## config.mk

```make
export PLATFORM = sky130hd
export DESIGN_NAME = jpeg_frame_size_scanner_top
export DESIGN_NICKNAME = d
export VERILOG_FILES = /design/src/sv/jfss_pkg.sv /design/src/sv/jfss_parser.sv /design/src/sv/jpeg_frame_size_scanner_top.sv
export SDC_FILE = /design/constraint.sdc
export NUM_CORES = 1
export LEC_CHECK = 0
export ABC_AREA = 1
export BUFFER_PORTS_ARGS = -buffer_cell sky130_fd_sc_hd__buf_2
export CAP_MARGIN = 0
export CORE_MARGIN = 3
export CORE_UTILIZATION = 45
export CTS_CLUSTER_SIZE = 30
export DETAILED_ROUTE_END_ITERATION = 10
export GPL_TIMING_DRIVEN = 0
export PLACE_DENSITY_LB_ADDON = 0.3
export SLEW_MARGIN = 20
export SYNTH_ARGS = -nofsm -noshare
export SYNTH_HDL_FRONTEND = slang
export SYNTH_SLANG_ARGS = --single-unit
```

## constraint.sdc

```tcl
create_clock -name clk -period 4 [get_ports clk]
set_input_delay 0.8 -clock clk [delete_from_list [all_inputs] [get_ports clk]]
set_output_delay 0.8 -clock clk [all_outputs]
set_load 0.03 [all_outputs]
```

## src/sv/jfss_pkg.sv

```systemverilog
// Types and constants of the JPEG frame size scanner.
package jfss_pkg;

    localparam logic [7:0] MARK_PREFIX = 8'hFF;
    localparam logic [7:0] MARK_SOI    = 8'hD8;
    localparam logic [7:0] MARK_SOF0   = 8'hC0;
    localparam logic [7:0] SOF_COUNT   = 8'd3;
    localparam logic [15:0] SEG_LEN_MIN = 16'd2;
    localparam logic [15:0] SOF_LEN_MIN = 16'd5;

    typedef enum logic [2:0] {
        ST_OK        = 3'd0,
        ST_NOT_JPEG  = 3'd1,
        ST_NO_PREFIX = 3'd2,
        ST_BAD_LEN   = 3'd3,
        ST_TRUNC     = 3'd4
    } status_t;

    typedef enum logic [3:0] {
        PH_START0  = 4'd0,
        PH_START1  = 4'd1,
        PH_START2  = 4'd2,
        PH_MARKER  = 4'd3,
        PH_LEN_HI  = 4'd4,
        PH_LEN_LO  = 4'd5,
        PH_SKIP    = 4'd6,
        PH_PREFIX  = 4'd7,
        PH_SOFL_HI = 4'd8,
        PH_SOFL_LO = 4'd9,
        PH_PREC    = 4'd10,
        PH_H_HI    = 4'd11,
        PH_H_LO    = 4'd12,
        PH_W_HI    = 4'd13,
        PH_W_LO    = 4'd14
    } phase_t;

    typedef struct packed {
        logic        hit;
        status_t     status;
        logic [15:0] width;
        logic [15:0] height;
    } parse_result_t;

endpackage

```

## src/sv/jfss_parser.sv

```systemverilog
// Marker walker: parse state registers and the per-beat result it yields.
module jfss_parser
(
    input  logic                   clk,
    input  logic                   rst_n,
    input  logic                   accept,
    input  logic [7:0]             data_byte,
    input  logic                   end_of_file,
    output jfss_pkg::parse_result_t result
);

    jfss_pkg::phase_t phase_reg, phase_next;
    logic             done_reg, done_next;
    logic [15:0]      skip_reg, skip_next;
    logic [15:0]      accum_reg, accum_next;
    logic [15:0]      height_reg, height_next;

    logic [15:0]      len_full;
    logic [15:0]      skip_dec;
    logic             is_sof;
    logic             fail;
    jfss_pkg::status_t fail_code;
    logic             ok;

    assign len_full = {accum_reg[15:8], data_byte};
    assign skip_dec = skip_reg - 16'd1;
    assign is_sof   = (data_byte - jfss_pkg::MARK_SOF0) < jfss_pkg::SOF_COUNT;

    // Parse step: phase advance and error detection.
    always_comb
    begin
        phase_next = phase_reg;
        fail       = 1'b0;
        fail_code  = jfss_pkg::ST_NOT_JPEG;
        ok         = 1'b0;
        case (phase_reg)
            jfss_pkg::PH_START0:
            begin
                if (data_byte == jfss_pkg::MARK_PREFIX) phase_next = jfss_pkg::PH_START1;
                else fail = 1'b1;
            end
            jfss_pkg::PH_START1:
            begin
                if (data_byte == jfss_pkg::MARK_SOI) phase_next = jfss_pkg::PH_START2;
                else fail = 1'b1;
            end
            jfss_pkg::PH_START2:
            begin
                if (data_byte == jfss_pkg::MARK_PREFIX) phase_next = jfss_pkg::PH_MARKER;
                else fail = 1'b1;
            end
            jfss_pkg::PH_MARKER:
                phase_next = is_sof ? jfss_pkg::PH_SOFL_HI : jfss_pkg::PH_LEN_HI;
            jfss_pkg::PH_LEN_HI:
                phase_next = jfss_pkg::PH_LEN_LO;
            jfss_pkg::PH_LEN_LO:
            begin
                if (len_full < jfss_pkg::SEG_LEN_MIN)
                begin
                    fail      = 1'b1;
                    fail_code = jfss_pkg::ST_BAD_LEN;
                end
                else if (len_full == jfss_pkg::SEG_LEN_MIN)
                    phase_next = jfss_pkg::PH_PREFIX;
                else
                    phase_next = jfss_pkg::PH_SKIP;
            end
            jfss_pkg::PH_SKIP:
            begin
                if (skip_dec == 16'd0) phase_next = jfss_pkg::PH_PREFIX;
            end
            jfss_pkg::PH_PREFIX:
            begin
                if (data_byte == jfss_pkg::MARK_PREFIX) phase_next = jfss_pkg::PH_MARKER;
                else
                begin
                    fail      = 1'b1;
                    fail_code = jfss_pkg::ST_NO_PREFIX;
                end
            end
            jfss_pkg::PH_SOFL_HI: phase_next = jfss_pkg::PH_SOFL_LO;
            jfss_pkg::PH_SOFL_LO: phase_next = jfss_pkg::PH_PREC;
            jfss_pkg::PH_PREC:
            begin
                if (accum_reg < jfss_pkg::SOF_LEN_MIN)
                begin
                    fail      = 1'b1;
                    fail_code = jfss_pkg::ST_BAD_LEN;
                end
                else
                    phase_next = jfss_pkg::PH_H_HI;
            end
            jfss_pkg::PH_H_HI: phase_next = jfss_pkg::PH_H_LO;
            jfss_pkg::PH_H_LO: phase_next = jfss_pkg::PH_W_HI;
            jfss_pkg::PH_W_HI: phase_next = jfss_pkg::PH_W_LO;
            jfss_pkg::PH_W_LO: ok = 1'b1;
            default:           fail = 1'b1;
        endcase
    end

    // Result and datapath updates.
    always_comb
    begin
        result.hit    = 1'b0;
        result.status = jfss_pkg::ST_OK;
        result.width  = 16'd0;
        result.height = 16'd0;
        skip_next     = skip_reg;
        accum_next    = accum_reg;
        height_next   = height_reg;
        case (phase_reg)
            jfss_pkg::PH_LEN_HI,
            jfss_pkg::PH_SOFL_HI,
            jfss_pkg::PH_W_HI:   accum_next = {data_byte, 8'd0};
            jfss_pkg::PH_LEN_LO: begin
                accum_next = len_full;
                skip_next  = len_full - jfss_pkg::SEG_LEN_MIN;
            end
            jfss_pkg::PH_SOFL_LO: accum_next = len_full;
            jfss_pkg::PH_SKIP:    skip_next = skip_dec;
            jfss_pkg::PH_H_HI:    height_next = {data_byte, 8'd0};
            jfss_pkg::PH_H_LO:    height_next = {height_reg[15:8], data_byte};
            default:              accum_next = accum_reg;
        endcase
        if (!done_reg)
        begin
            if (ok)
            begin
                result.hit    = 1'b1;
                result.width  = len_full;
                result.height = height_reg;
            end
            else if (fail)
            begin
                result.hit    = 1'b1;
                result.status = fail_code;
            end
            else if (end_of_file)
            begin
                result.hit    = 1'b1;
                result.status = jfss_pkg::ST_TRUNC;
            end
        end
        // Rearm on the end flag; drain after a mid-file result.
        if (end_of_file) done_next = 1'b0;
        else             done_next = done_reg | result.hit;
    end

    always_ff @(posedge clk or negedge rst_n)
    begin
        if (!rst_n)
        begin
            phase_reg <= jfss_pkg::PH_START0;
            done_reg  <= 1'b0;
        end
        else if (accept)
        begin
            done_reg <= done_next;
            if (end_of_file || result.hit || done_reg)
                phase_reg <= jfss_pkg::PH_START0;
            else
                phase_reg <= phase_next;
        end
    end

    always_ff @(posedge clk)
    begin
        if (accept && !done_reg)
        begin
            skip_reg   <= skip_next;
            accum_reg  <= accum_next;
            height_reg <= height_next;
        end
    end

endmodule

```

## src/sv/jpeg_frame_size_scanner_top.sv

```systemverilog
// Latency: a result beat appears on the cycle after the byte that decides it.
// Throughput: one byte per cycle; the input stalls only while a result is held
// and the output is stalled.
// Reset: rst_n clears the parse phase, the drain flag and the result valid at
// once; the block then expects the FF of a new file.
// Top level of the JPEG frame size scanner.
module jpeg_frame_size_scanner_top
(
    input  logic        clk,
    input  logic        rst_n,
    input  logic        in_valid,
    output logic        in_stall,
    input  logic [7:0]  data_byte,
    input  logic        end_of_file,
    output logic        out_valid,
    input  logic        out_stall,
    output logic [2:0]  status,
    output logic [15:0] image_width,
    output logic [15:0] image_height
);

    jfss_pkg::parse_result_t result;

    logic        out_valid_reg;
    logic [2:0]  status_reg;
    logic [15:0] width_reg;
    logic [15:0] height_reg;
    logic        out_free;
    logic        accept;

    // The result register frees when empty or when its beat is taken this cycle,
    // so a new byte can enter alongside a departing result.
    assign out_free = !out_valid_reg || !out_stall;
    assign in_stall = !out_free;
    assign accept   = in_valid && out_free;

    // Parse state lives in the parser; every accepted beat steps it once.
    jfss_parser u_parser
    (
        .clk         (clk),
        .rst_n       (rst_n),
        .accept      (accept),
        .data_byte   (data_byte),
        .end_of_file (end_of_file),
        .result      (result)
    );

    // Result register: load on a deciding beat, drop once taken.
    always_ff @(posedge clk or negedge rst_n)
    begin
        if (!rst_n)
        begin
            out_valid_reg <= 1'b0;
        end
        else if (accept && result.hit)
        begin
            out_valid_reg <= 1'b1;
        end
        else if (!out_stall)
        begin
            out_valid_reg <= 1'b0;
        end
    end

    // Payload holds while stalled; loads only with a new result.
    always_ff @(posedge clk)
    begin
        if (accept && result.hit)
        begin
            status_reg <= result.status;
            width_reg  <= result.width;
            height_reg <= result.height;
        end
    end

    assign out_valid    = out_valid_reg;
    assign status       = status_reg;
    assign image_width  = width_reg;
    assign image_height = height_reg;

endmodule

```

==> impl_summary.txt, run 1 <==
----------------------------------------------------
[Route]
  Routed length per placed instance ... 13.8 um
  Detailed-router iteration count before antenna repair ... 5
  Routed wire length on met2 ... 4.87 mm
  Routed metal-1 wire length ... 4.31 mm
  Total wirelength of the detailed-routed design ... 9.80 mm
  Post-detailed-route count of antenna-violating nets ... 0
  Number of violations reported at the end of detailed-routing iteration 0 ... 265
  Avg Vias per Cell ... 5.02
  Highest metal layer used by the detailed router ... met4
  Metal3 WL ... 491 um
  Count of vias placed by the detailed router ... 3570
  Drt drc ... 0

[Synth]
  Post-Synthesis Mean Instance Area ... 8.92 um^2
  YS warnings ... 0
  Most instantiated flip-flop cell in the synthesis netlist ... edfxtp_1
  Number of flops mapped to enable cells by yosys ... 83
  Syn_nets ... 528
  Synth Register Bits ... 89
  Synthesized instance count ... 511
  Fraction of synthesis flops using an asynchronous set or reset pin ... 6.74%
  Most repeated cell in the gate-level netlist after synthesis ... nor2_1
  Top post-synthesis cells by count ... 131 x nor2_1, 97 x nand2_1, 83 x edfxtp_1
  Post-synth cell types ... 33
  Post-synth design cell area ... 4560 um^2
  Top post-synthesis cells by area ... edfxtp_1 55%, nor2_1 11%, nand2_1 8.0%
  Top cell type's share of synthesized area ... 54.7%
  Post-synth top area cell ... edfxtp_1
  Sequential fraction of the synthesis area ... 58.0%

[Clock network]
  H-Tree Depth ... 3
  Clk Latency, worst-skew pair ... 0.36 ns
  Clock-pin slew of the registers on the worst-case setup and hold paths ... 0.09 ns
  Max Root-Sink Buffers ... 2
  Post-cts repair resize count ... 0
  Master cell of the clock root buffer ... clkbuf_8
  Inserted Clock Buffers ... 9
  Number of setup buffers added after CTS ... 0
  CTS tree ... done
  Hold_buf cts ... 0
  TritonCTS Sinks ... 89

[Finish]
  Share of final-layout standard cells stronger than drive strength 1 ... 19.4%
  Number of nets in the layout ... 590
  Diodes inserted ... 0
  Finished Core Util ... 53.3%
  Area added between synthesis and finish ... 14.9%

[Critical path]
  Crit. End Element ... flip-flop
  Arrival @ worst endpoint ... 2.54 ns
  Critical Path Source Type ... flip-flop
  CP Data Required Time ... 4.08 ns
  Crit path max-delay cell type ... dfrtp_1
  Critical setup path kind ... reg -> reg
  Cell chain of the critical path ... inv_1 -> nor2_1 -> inv_1 -> nor2_2 -> inv_2 -> buf_2 -> buf_2 -> a21oi_2 -> buf_6
  Largest stage delay on the critical path ... 0.46 ns
  Highest fanout seen on the critical path ... 10

[STA]
  Max-Slew Margin vs Limit ... 27.6%
  Final count of negative-setup-slack endpoints ... 0
  Transition time of the tightest slew-check pin ... 1.08 ns
  Setup repair after global routing missed its margin ... false
  Endpoints failing hold ... 0
  Hold Worst Slack ... 0.248 ns
  Final setup skew ... 0.0167 ns
  Highest clock frequency the design can meet ... 406 MHz
  Max-slew violation count ... 0
  Min cycle time layout ... 2.46 ns
  Final period util ... 61.6%

[Global route]
  Via count of the first global-routing pass ... 3351
  First-pass GRT wire length ... 16.1 mm
  Global router's overall resource usage ... 17.9%
  Global route total overflow ... 0
  Largest net degree at the start of global routing ... 32
  Initial antenna violation count ... 0

[Floorplanning]
  Die outline height ... 107 um
  Die Width ... 107 um
  Std-Cell Rows ... 36
  Io pins ... 50
  Initial Utilization ... 46.4%
  DIE AREA ... 11400 um^2
  Core area ... 9820 um^2

[Min path]
  Worst min path class ... in -> async

[Power and ir drop]
  Power density cells ... 367 nW/um^2
  Clock network power share ... 36.3%
  Flop pwr share ... 54.8%
  Switching power summed over all nets ... 473 uW
  Internal Pwr Total ... 1.45 mW
  Share of total power in combinational logic ... 8.9%
  Leakage power total ... 2.26 nW
  Maximum vdd ir drop ... 0.205 mV
  Switching share of power ... 24.6%

[Placed design]
  Detailed placement HPWL ... 7.27 mm
  GPL Wtd Cong ... 0.906
  Number of I/O port buffers ... 49

[Status]
  Status ... finished clean

[Flow run]
  Number of violations of the max-capacitance limit ... 0

----------------------------------------------------
==> worst paths after layout <==
kind | start | endpoint | slack, ns | cells past startpoint
setup / recovery | u_parser.phase_reg[1] | u_parser.skip_reg[13] | 1.54 | 9
hold / removal | rst_n | out_valid | 0.25 | 1
setup reg to reg | u_parser.phase_reg[1] | u_parser.skip_reg[13] | 1.54 | 9
hold reg to reg | out_valid | out_valid | 0.55 | 2
max in group asynchronous | rst_n | u_parser.phase_reg[3] | 3.61 | 1
min in group clk | out_valid | out_valid | 0.55 | 2
==> area by class of cell <==
cell class / count / area (um^2)
inverters: 75 / 282
repair buffers: 51 / 277
plain buffers: 6 / 25.0
well taps: 133 / 166
clock buffers: 10 / 128
flip-flops and latches: 89 / 2640
clock inverters: 6 / 97.6
fillers: 933 / 4580
multi-input cells: 341 / 1620
==> layer usage <==
layer | track usage (%) | vias up
met1 | 23.7 | 1680
met3 | 3.55 | 13
met4 | 5.57 | 0
li1 | - | 1768
met2 | 29.8 | 109
met5 | 0 | -
==> through the flow <==
| stage | area (um^2) | TNS [ns] | setup WS (ns) | std cells | power (mW) |
|---|---|---|---|---|---|
| 6_report | 5240 | 0 | 1.54 | 711 | 1.92 |
| 5_1_grt | 5240 | 0 | 1.37 | 711 | 1.99 |
| 4_1_cts | 5240 | 0 | 1.53 | 711 | 1.93 |
| 3_5_place_dp | 5010 | 0 | 1.19 | 695 | 1.25 |
| 3_3_place_gp | 4970 | -14.75 | -0.425 | 693 | 1.24 |
| 2_1_floorplan | 4560 | 0 | 0.492 | 511 | 1.19 |
==> critical path, delay by kind of cell, from the launching register on <==
kind	cells	cell delay [ns]
simple gates	2	0.38
compound gates	1	0.44
buf+inv	6	0.91
flops	1	0.46
==> power groups by stage <==
| stage | clock [mW] | combinational [mW] | sequential, mW |
|---|---|---|---|
| 6_report | 0.698 | 0.172 | 1.05 |
| 2_1_floorplan | 0 | 0.0513 | 1.13 |
| 3_5_place_dp | 0 | 0.172 | 1.08 |
| 4_1_cts | 0.704 | 0.173 | 1.05 |
| 5_1_grt | 0.746 | 0.185 | 1.06 |
| 3_3_place_gp | 0 | 0.163 | 1.08 |
==> cell usage in the layout (no fill, tap or decap), drive strengths merged <==
master,n
a31oi,6
o21ai,19
xnor2,1
edfxtp,83
a21boi,1
a21oi,11
or2,2
nand3b,3
inv,78
nor2,145
nor3b,1
clkbuf,14
dfrtp,6
ha,4
clkinv,1
nor4,1
nand3,20
nand2,106
bufinv,2
xor2,5
a22oi,2
nand4,5
buf,53
nor3,9
==> cell families after synthesis <==
| kind of cell | Yosys count | share of synthesized area (%) |
|---|---|---|
| compound gates | 39 | 4.61 |
| fa+ha+maj | 4 | 1.10 |
| xor+xnor | 6 | 1.15 |
| buf+inv | 81 | 6.73 |
| simple gates | 292 | 28.4 |
| flops | 89 | 58.0 |
No activity file was read; power rests on OpenSTA's default activity.
==> run 2: changes to the inputs <==
- ABC_AREA: 1 -> 0
- clock period: 4 -> 2.34 ns (I/O delays scaled with it)
==> impl_summary.txt, run 2 <==
----------------------------------------------------
[Min path]
  Worst min path class ... in -> reg (was in -> async)
  End point of the most critical hold path ... out_valid
  Min-Delay Path Depth ... 4
  Start point of the worst min-delay path ... out_stall

[Finish]
  Share of final-layout standard cells stronger than drive strength 1 ... 25.9% (was 19.4%)
  Leading cell type in the layout, fill and taps excluded ... edfxtp_1 (was nor2_1)
  Most frequent cells in the layout ... 83 x edfxtp_1, 45 x and2_1, 45 x buf_2 (was 130 x nor2_1, 97 x nand2_1, 83 x edfxtp_1)
  Area added between synthesis and finish ... 24.0% (was 14.9%)
  Number of fill cells in the layout ... 788 (was 933)
  Non-filler instance count after layout ... 615 (was 711)
  Number of nets in the layout ... 498 (was 590)
  Diodes inserted ... 0 (unchanged)

[Power and ir drop]
  Clock network power share ... 32.6% (was 36.3%)
  Switching share of power ... 27.3% (was 24.6%)
  Share of total power in combinational logic ... 10.6% (was 8.9%)
  Power density cells ... 563 nW/um^2 (was 367 nW/um^2)
  Leakage power total ... 1.91 nW (was 2.26 nW)
  Flop pwr share ... 56.8% (was 54.8%)
  Maximum vdd ir drop ... 0.349 mV (was 0.205 mV)
  Internal Pwr Total ... 2.29 mW (was 1.45 mW)
  Switching power summed over all nets ... 860 uW (was 473 uW)

[Critical path]
  Highest fanout seen on the critical path ... 7 (was 10)
  CP Data Required Time ... 2.43 ns (was 4.08 ns)
  Register-to-register setup slack ... -0.24 ns (was 1.54 ns)
  Crit. End Element ... flip-flop (unchanged)
  Length in cells of the worst reg-to-reg path ... 7 (was 9)
  Critical setup path kind ... reg -> reg (unchanged)
  Terminus of the critical flop-to-flop path ... image_height[2] (was u_parser.skip_reg[13])
  Startpoint of the worst-slack reg-to-reg timing path ... u_parser.accum_reg[11] (was u_parser.phase_reg[1])
  Arrival @ worst endpoint ... 2.68 ns (was 2.54 ns)
  Critical Path Source Type ... flip-flop (unchanged)

[Route]
  Drt drc ... 0 (unchanged)
  Total wirelength of the detailed-routed design ... 11.4 mm (was 9.80 mm)
  Post-detailed-route count of antenna-violating nets ... 0 (unchanged)
  Number of violations reported at the end of detailed-routing iteration 0 ... 238 (was 265)
  Routed length per placed instance ... 18.5 um (was 13.8 um)
  Avg Vias per Cell ... 5.62 (was 5.02)
  Detailed-router iteration count before antenna repair ... 5 (unchanged)
  Count of vias placed by the detailed router ... 3457 (was 3570)

[Global route]
  Global route total overflow ... 0 (unchanged)
  Global router's overall resource usage ... 20.5% (was 17.9%)
  Via count of the first global-routing pass ... 3388 (was 3351)
  Largest net degree at the start of global routing ... 18 (was 32)
  First-pass GRT wire length ... 17.9 mm (was 16.1 mm)
  Initial antenna violation count ... 0 (unchanged)

[Placed design]
  DP Cell Count ... 572 (was 695)
  Number of I/O port buffers ... 45 (was 49)
  GPL Wtd Cong ... 0.924 (was 0.906)
  Detailed placement HPWL ... 7.29 mm (was 7.27 mm)

[Clock network]
  Clock-pin slew of the registers on the worst-case setup and hold paths ... 0.09 ns (about the same)
  Max Root-Sink Buffers ... 2 (unchanged)
  Inserted Clock Buffers ... 9 (unchanged)
  CTS tree ... done (unchanged)
  H-Tree Depth ... 3 (unchanged)
  Master cell of the clock root buffer ... clkbuf_8 (unchanged)
  Clk Latency, worst-skew pair ... 0.37 ns (was 0.36 ns)
  TritonCTS Sinks ... 89 (unchanged)

[Synth]
  Post-Synthesis Mean Instance Area ... 11.3 um^2 (was 8.92 um^2)
  Post-synth cell types ... 57 (was 33)
  Most instantiated flip-flop cell in the synthesis netlist ... edfxtp_1 (unchanged)
  Post-synth design cell area ... 4520 um^2 (was 4560 um^2)
  Fraction of synthesis flops using an asynchronous set or reset pin ... 6.74% (unchanged)
  Number of flops mapped to enable cells by yosys ... 83 (unchanged)
  Top post-synthesis cells by count ... 83 x edfxtp_1, 45 x and2_1, 31 x nor2_1 (was 131 x nor2_1, 97 x nand2_1, 83 x edfxtp_1)
  Synth Register Bits ... 89 (unchanged)
  Top cell type's share of synthesized area ... 55.2% (was 54.7%)
  Syn_nets ... 415 (was 528)
  YS warnings ... 0 (unchanged)
  Synthesized instance count ... 398 (was 511)
  Sequential fraction of the synthesis area ... 58.5% (was 58.0%)
  Top post-synthesis cells by area ... edfxtp_1 55%, and2_1 6.2%, dfrtp_1 3.3% (was edfxtp_1 55%, nor2_1 11%, nand2_1 8.0%)
  Post-synth top area cell ... edfxtp_1 (unchanged)
  Most repeated cell in the gate-level netlist after synthesis ... edfxtp_1 (was nor2_1)

[Floorplanning]
  Die Width ... 106 um (was 107 um)
  Std-Cell Rows ... 35 (was 36)
  Io pins ... 50 (unchanged)
  DIE AREA ... 11300 um^2 (was 11400 um^2)
  Core area ... 9500 um^2 (was 9820 um^2)
  Initial Utilization ... 47.5% (was 46.4%)
  Die outline height ... 106 um (was 107 um)

[STA]
  Endpoints failing hold ... 0 (unchanged)
  Min cycle time layout ... 2.58 ns (was 2.46 ns)
  Hold Worst Slack ... 0.444 ns (was 0.248 ns)
  Final period util ... 110% (was 61.6%)
  Transition time of the tightest slew-check pin ... 0.850 ns (was 1.08 ns)
  Final setup skew ... 0.0117 ns (was 0.0167 ns)
  Final worst-path setup slack ... -0.243 ns (was 1.54 ns)
  Final count of negative-setup-slack endpoints ... 43 (was 0)
  Setup repair after global routing missed its margin ... true (was false)
  Max-Slew Margin vs Limit ... 41.9% (was 27.6%)
  Highest clock frequency the design can meet ... 387 MHz (was 406 MHz)
  Max-slew violation count ... 0 (unchanged)

[Flow run]
  Number of violations of the max-capacitance limit ... 0 (unchanged)

[Status]
  Violated checks ... negative setup slack
  Status ... finished with violations (was finished clean)

----------------------------------------------------
-- run 2: cell types whose count changed after synthesis, sizes merged, moves of 7 or more --
| cell | change |
|---|---|
| nor2 | -114 |
| nand2 | -79 |
| inv | -66 |
| and2 | +46 |
| clkbuf | +16 |
| nand3 | -16 |
| nor2b | +15 |
| xnor2 | +14 |
| nor4 | +11 |
| nand2b | +8 |
| nor3 | +8 |
| a211oi | +7 |
-- run 2: cells by family after synthesis --
family,Yosys count,synth area share (%)
AND/OR/NAND/NOR,190,24.2
flip-flops,89,58.5
AO/OA/AOI/OAI,59,8.51
buffers and inverters,31,2.66
XOR/XNOR,24,4.66
adder cells (fa/ha/maj),4,1.11
multiplexers,1,0.332
-- run 2: what timing repair did --
item / 4_1_cts / 5_1_grt
gates cloned: 3 / 0
setup endpoints to repair: 88 / 118
hold buffers: 1 / 0
endpoints found under the hold margin: 6 / 0
pin swaps: 11 / 6
gates resized for setup: 20 / 20
buffers inserted: 19 / 4
-- run 2: through the flow --
stage	worst slack (ns)	setup TNS (ns)	utilization, %	instance area [um^2]	power, mW
after detailed placement	-0.455	-27.04	52.0	4940	2.10
after global routing	-0.291	-10.56	58.9	5600	3.25
after global placement	-0.509	-34.96	51.8	4920	2.10
after CTS	-0.195	-5.78	57.4	5460	3.16
after floorplan	-0.171	-6.01	-	4540	2.01
final	-0.243	-8.38	58.9	5600	3.15
-- run 2: final cells by class --
| class | count | area [um^2] | area share, % |
|---|---|---|---|
| clock buffers | 9 | 124 | 2.21 |
| plain buffers | 22 | 90.1 | 1.61 |
| clock inverters | 7 | 60.1 | 1.07 |
| well taps | 129 | 161 | 2.88 |
| multi-input cells | 281 | 2010 | 35.9 |
| inverters | 9 | 33.8 | 0.603 |
| repair buffers | 69 | 474 | 8.47 |
| flip-flops and latches | 89 | 2640 | 47.2 |
-- run 2: worst max-delay path by stage --
stage | start | slack (ns) | to
final | u_parser.accum_reg[11] | -0.24 | image_height[2]
after global placement | out_stall | -0.51 | u_parser.accum_reg[3]
after detailed placement | u_parser.accum_reg[11] | -0.46 | image_width[8]
after floorplan | u_parser.accum_reg[11] | -0.17 | image_height[0]
after CTS | u_parser.accum_reg[11] | -0.19 | image_height[1]
after global routing | u_parser.accum_reg[11] | -0.29 | image_width[15]
-- run 2: power groups by stage --
stage,logic (mW),registers (mW),clock network (mW)
CTS,0.324,1.79,1.04
detailed placement,0.276,1.83,0
finish,0.333,1.79,1.03
global placement,0.273,1.83,0
global route,0.355,1.80,1.10
floorplan,0.0963,1.92,0
-- run 2: routing by layer --
layer | wire, um | GRT usage, % | vias to the layer above | part of all wire (%)
met5 | 0 | 0 | - | 0
met4 | 258 | 6.29 | 0 | 2.3
met3 | 652 | 3.70 | 24 | 5.7
met2 | 5480 | 33.4 | 132 | 48
met1 | 4980 | 28.0 | 1681 | 44
li1 | - | - | 1620 | -
-- run 2: critical path, stage by stage (launching register included) --
cell and delay (ns):
edfxtp_1 0.40, or4_4 0.55, or4_4 0.47, a211o_1 0.30
nand4_1 0.13, buf_6 0.15, o21a_4 0.19, buf_12 0.13
==> run 3: changes to the inputs <==
- ABC_AREA: 0 -> 1
==> impl_summary.txt, run 3 (synthesized netlist as in run 1, its figures left out) <==
----------------------------------------------------
[Status]
  Status ... finished clean (was finished with violations)

[Critical path]
  Critical Path Source Type ... flip-flop (unchanged)
  Critical setup path kind ... reg -> reg (unchanged)
  Terminus of the critical flop-to-flop path ... image_width[8] (was image_height[2])
  CP Launch Point ... u_parser.accum_reg[9] (was u_parser.accum_reg[11])
  Count of buffering cells on the critical path with inverters included ... 2 (unchanged)
  Crit path max-delay cell type ... edfxtp_1 (was or4_4)
  Kind of cell adding the most delay to the critical path ... simple AND/OR/NAND/NOR gates (unchanged)
  Largest stage delay on the critical path ... 0.44 ns (was 0.55 ns)
  Arrival @ worst endpoint ... 2.29 ns (was 2.68 ns)
  Startpoint of the worst-slack reg-to-reg timing path ... u_parser.accum_reg[9] (was u_parser.accum_reg[11])
  Register-to-register setup slack ... 0.12 ns (was -0.24 ns)
  Length in cells of the worst reg-to-reg path ... 10 (was 7)
  Highest fanout seen on the critical path ... 18 (was 7)
  CP Data Required Time ... 2.41 ns (was 2.43 ns)
  Cell chain of the critical path ... nor2_1 -> nand2_1 -> nor2_1 -> nand3_1 -> nand3_2 -> nor2_4 -> inv_1 -> nor3_2 -> nor2_4 -> buf_12 (was or4_4 -> or4_4 -> a211o_1 -> nand4_1 -> buf_6 -> o21a_4 -> buf_12)
  Crit. End Element ... flip-flop (unchanged)

[Clock network]
  Max Root-Sink Buffers ... 2 (unchanged)
  Master cell of the clock root buffer ... clkbuf_8 (unchanged)
  CTS tree ... done (unchanged)
  H-Tree Depth ... 3 (unchanged)
  Inserted Clock Buffers ... 9 (unchanged)
  TritonCTS Sinks ... 89 (unchanged)
  Clk Latency, worst-skew pair ... 0.37 ns (about the same)
  Clock-pin slew of the registers on the worst-case setup and hold paths ... 0.09 ns (about the same)

[Global route]
  Largest net degree at the start of global routing ... 19 (was 18)
  First-pass GRT wire length ... 16.1 mm (was 17.9 mm)
  Via count of the first global-routing pass ... 3378 (was 3388)
  Global router's overall resource usage ... 18.1% (was 20.5%)
  Initial antenna violation count ... 0 (unchanged)
  Global route total overflow ... 0 (unchanged)

[Floorplanning]
  Core area ... 9820 um^2 (was 9500 um^2)
  Std-Cell Rows ... 36 (was 35)
  DIE AREA ... 11400 um^2 (was 11300 um^2)
  Die outline height ... 107 um (was 106 um)
  Io pins ... 50 (unchanged)
  Initial Utilization ... 46.4% (was 47.5%)
  Die Width ... 107 um (was 106 um)

[Route]
  Routed length per placed instance ... 13.8 um (was 18.5 um)
  Number of violations reported at the end of detailed-routing iteration 0 ... 265 (was 238)
  Drt drc ... 0 (unchanged)
  Count of vias placed by the detailed router ... 3579 (was 3457)
  Avg Vias per Cell ... 5.01 (was 5.62)
  Total wirelength of the detailed-routed design ... 9.89 mm (was 11.4 mm)
  Detailed-router iteration count before antenna repair ... 5 (unchanged)
  Post-detailed-route count of antenna-violating nets ... 0 (unchanged)

[Finish]
  Diodes inserted ... 0 (unchanged)
  Most frequent cells in the layout ... 130 x nor2_1, 97 x nand2_1, 83 x edfxtp_1 (was 83 x edfxtp_1, 45 x and2_1, 45 x buf_2)
  Number of nets in the layout ... 594 (was 498)
  Share of final-layout standard cells stronger than drive strength 1 ... 20.3% (was 25.9%)
  Number of fill cells in the layout ... 924 (was 788)
  Multi-input gate area ... 1650 um^2 (was 2010 um^2)
  Leading cell type in the layout, fill and taps excluded ... nor2_1 (was edfxtp_1)
  Area added between synthesis and finish ... 16.4% (was 24.0%)
  Register area ... 2640 um^2 (unchanged)

[STA]
  Transition time of the tightest slew-check pin ... 0.681 ns (was 0.850 ns)
  Endpoints failing hold ... 0 (unchanged)
  Final period util ... 94.9% (was 110%)
  Setup repair after global routing missed its margin ... false (was true)
  Final setup skew ... 0.0167 ns (was 0.0117 ns)
  Max-Slew Margin vs Limit ... 54.5% (was 41.9%)
  Max-slew violation count ... 0 (unchanged)
  Highest clock frequency the design can meet ... 450 MHz (was 387 MHz)
  Final worst-path setup slack ... 0.119 ns (was -0.243 ns)
  Min cycle time layout ... 2.22 ns (was 2.58 ns)
  Final count of negative-setup-slack endpoints ... 0 (was 43)

[Min path]
  End point of the most critical hold path ... out_valid (unchanged)
  Min-Delay Path Depth ... 3 (was 4)
  Worst min path class ... in -> reg (unchanged)
  Start point of the worst min-delay path ... out_stall (unchanged)

[Power and ir drop]
  Leakage power total ... 2.28 nW (was 1.91 nW)
  Switching share of power ... 25.6% (was 27.3%)
  Flop pwr share ... 56.2% (was 56.8%)
  Clock network power share ... 33.8% (was 32.6%)
  Switching power summed over all nets ... 820 uW (was 860 uW)
  Final Power ... 3.21 mW (was 3.15 mW)
  Internal Pwr Total ... 2.39 mW (was 2.29 mW)
  Maximum vdd ir drop ... 0.328 mV (was 0.349 mV)
  Power density cells ... 605 nW/um^2 (was 563 nW/um^2)
  Share of total power in combinational logic ... 10.0% (was 10.6%)

[Placed design]
  DP Worst Slack ... -0.514 ns (was -0.455 ns)
  Number of I/O port buffers ... 49 (was 45)
  GPL Wtd Cong ... 0.904 (was 0.924)
  Detailed placement HPWL ... 7.18 mm (was 7.29 mm)

[Flow run]
  Number of violations of the max-capacitance limit ... 0 (unchanged)

----------------------------------------------------
-- run 3: per-layer routing --
layer	share of wire [%]	GRT usage, %	vias to the layer above
met2	49	30.1	98
met3	4.2	2.59	13
met4	1.8	7.85	0
met1	45	23.8	1689
li1	-	-	1779
met5	0	0	-
-- run 3: worst min-delay path, cell delays in order --
cell and delay, ns:
buf_2 0.08, nand2_1 0.07, o21ai_0 0.07
-- run 3: how the worst max path moves through the flow --
stage / endpoint / slack [ns] / depth (start not counted)
floorplan: image_height[0] / 0.12 / 9
global placement: image_width[15] / -0.45 / 10
detailed placement: image_width[15] / -0.51 / 10
CTS: u_parser.height_reg[10] / 0.06 / 5
global route: image_width[11] / 0.02 / 10
finish: image_width[8] / 0.12 / 10
-- run 3: stage by stage --
step	utilization (%)	hold WS [ns]	area, um^2	setup TNS [ns]	instances
after floorplan	-	0.172	4570	0	511
after global placement	50.7	0.296	4980	-20.68	693
after detailed placement	50.7	0.299	4980	-23.97	693
after CTS	53.9	0.367	5300	0	715
after global routing	54.0	0.409	5300	0	715
final	54.0	0.362	5300	0	715
-- run 3: layout make-up --
cell class / instances / share of cell area [%]
Inverter: 75 / 5.31
Sequential cell: 89 / 49.8
Clock buffer: 10 / 2.41
Clock inverter: 6 / 1.39
Timing Repair Buffer: 54 / 6.32
Tap cell: 133 / 3.14
Multi-Input combinational cell: 342 / 31.1
Buffer: 6 / 0.472
-- run 3: timing repair --
item,CTS,global route
gates resized for setup,3,1
pin swaps,3,0
hold buffers,1,0
endpoints found under the hold margin,6,0
setup endpoints to repair,51,1
setup buffers,4,0
gates cloned,1,0
-- run 3: power groups by stage --
stage | clock network, mW | logic (mW) | registers (mW)
final | 1.09 | 0.320 | 1.80
after global routing | 1.15 | 0.344 | 1.81
after global placement | 0 | 0.281 | 1.84
after floorplan | 0 | 0.0907 | 1.94
after CTS | 1.09 | 0.321 | 1.80
after detailed placement | 0 | 0.285 | 1.84
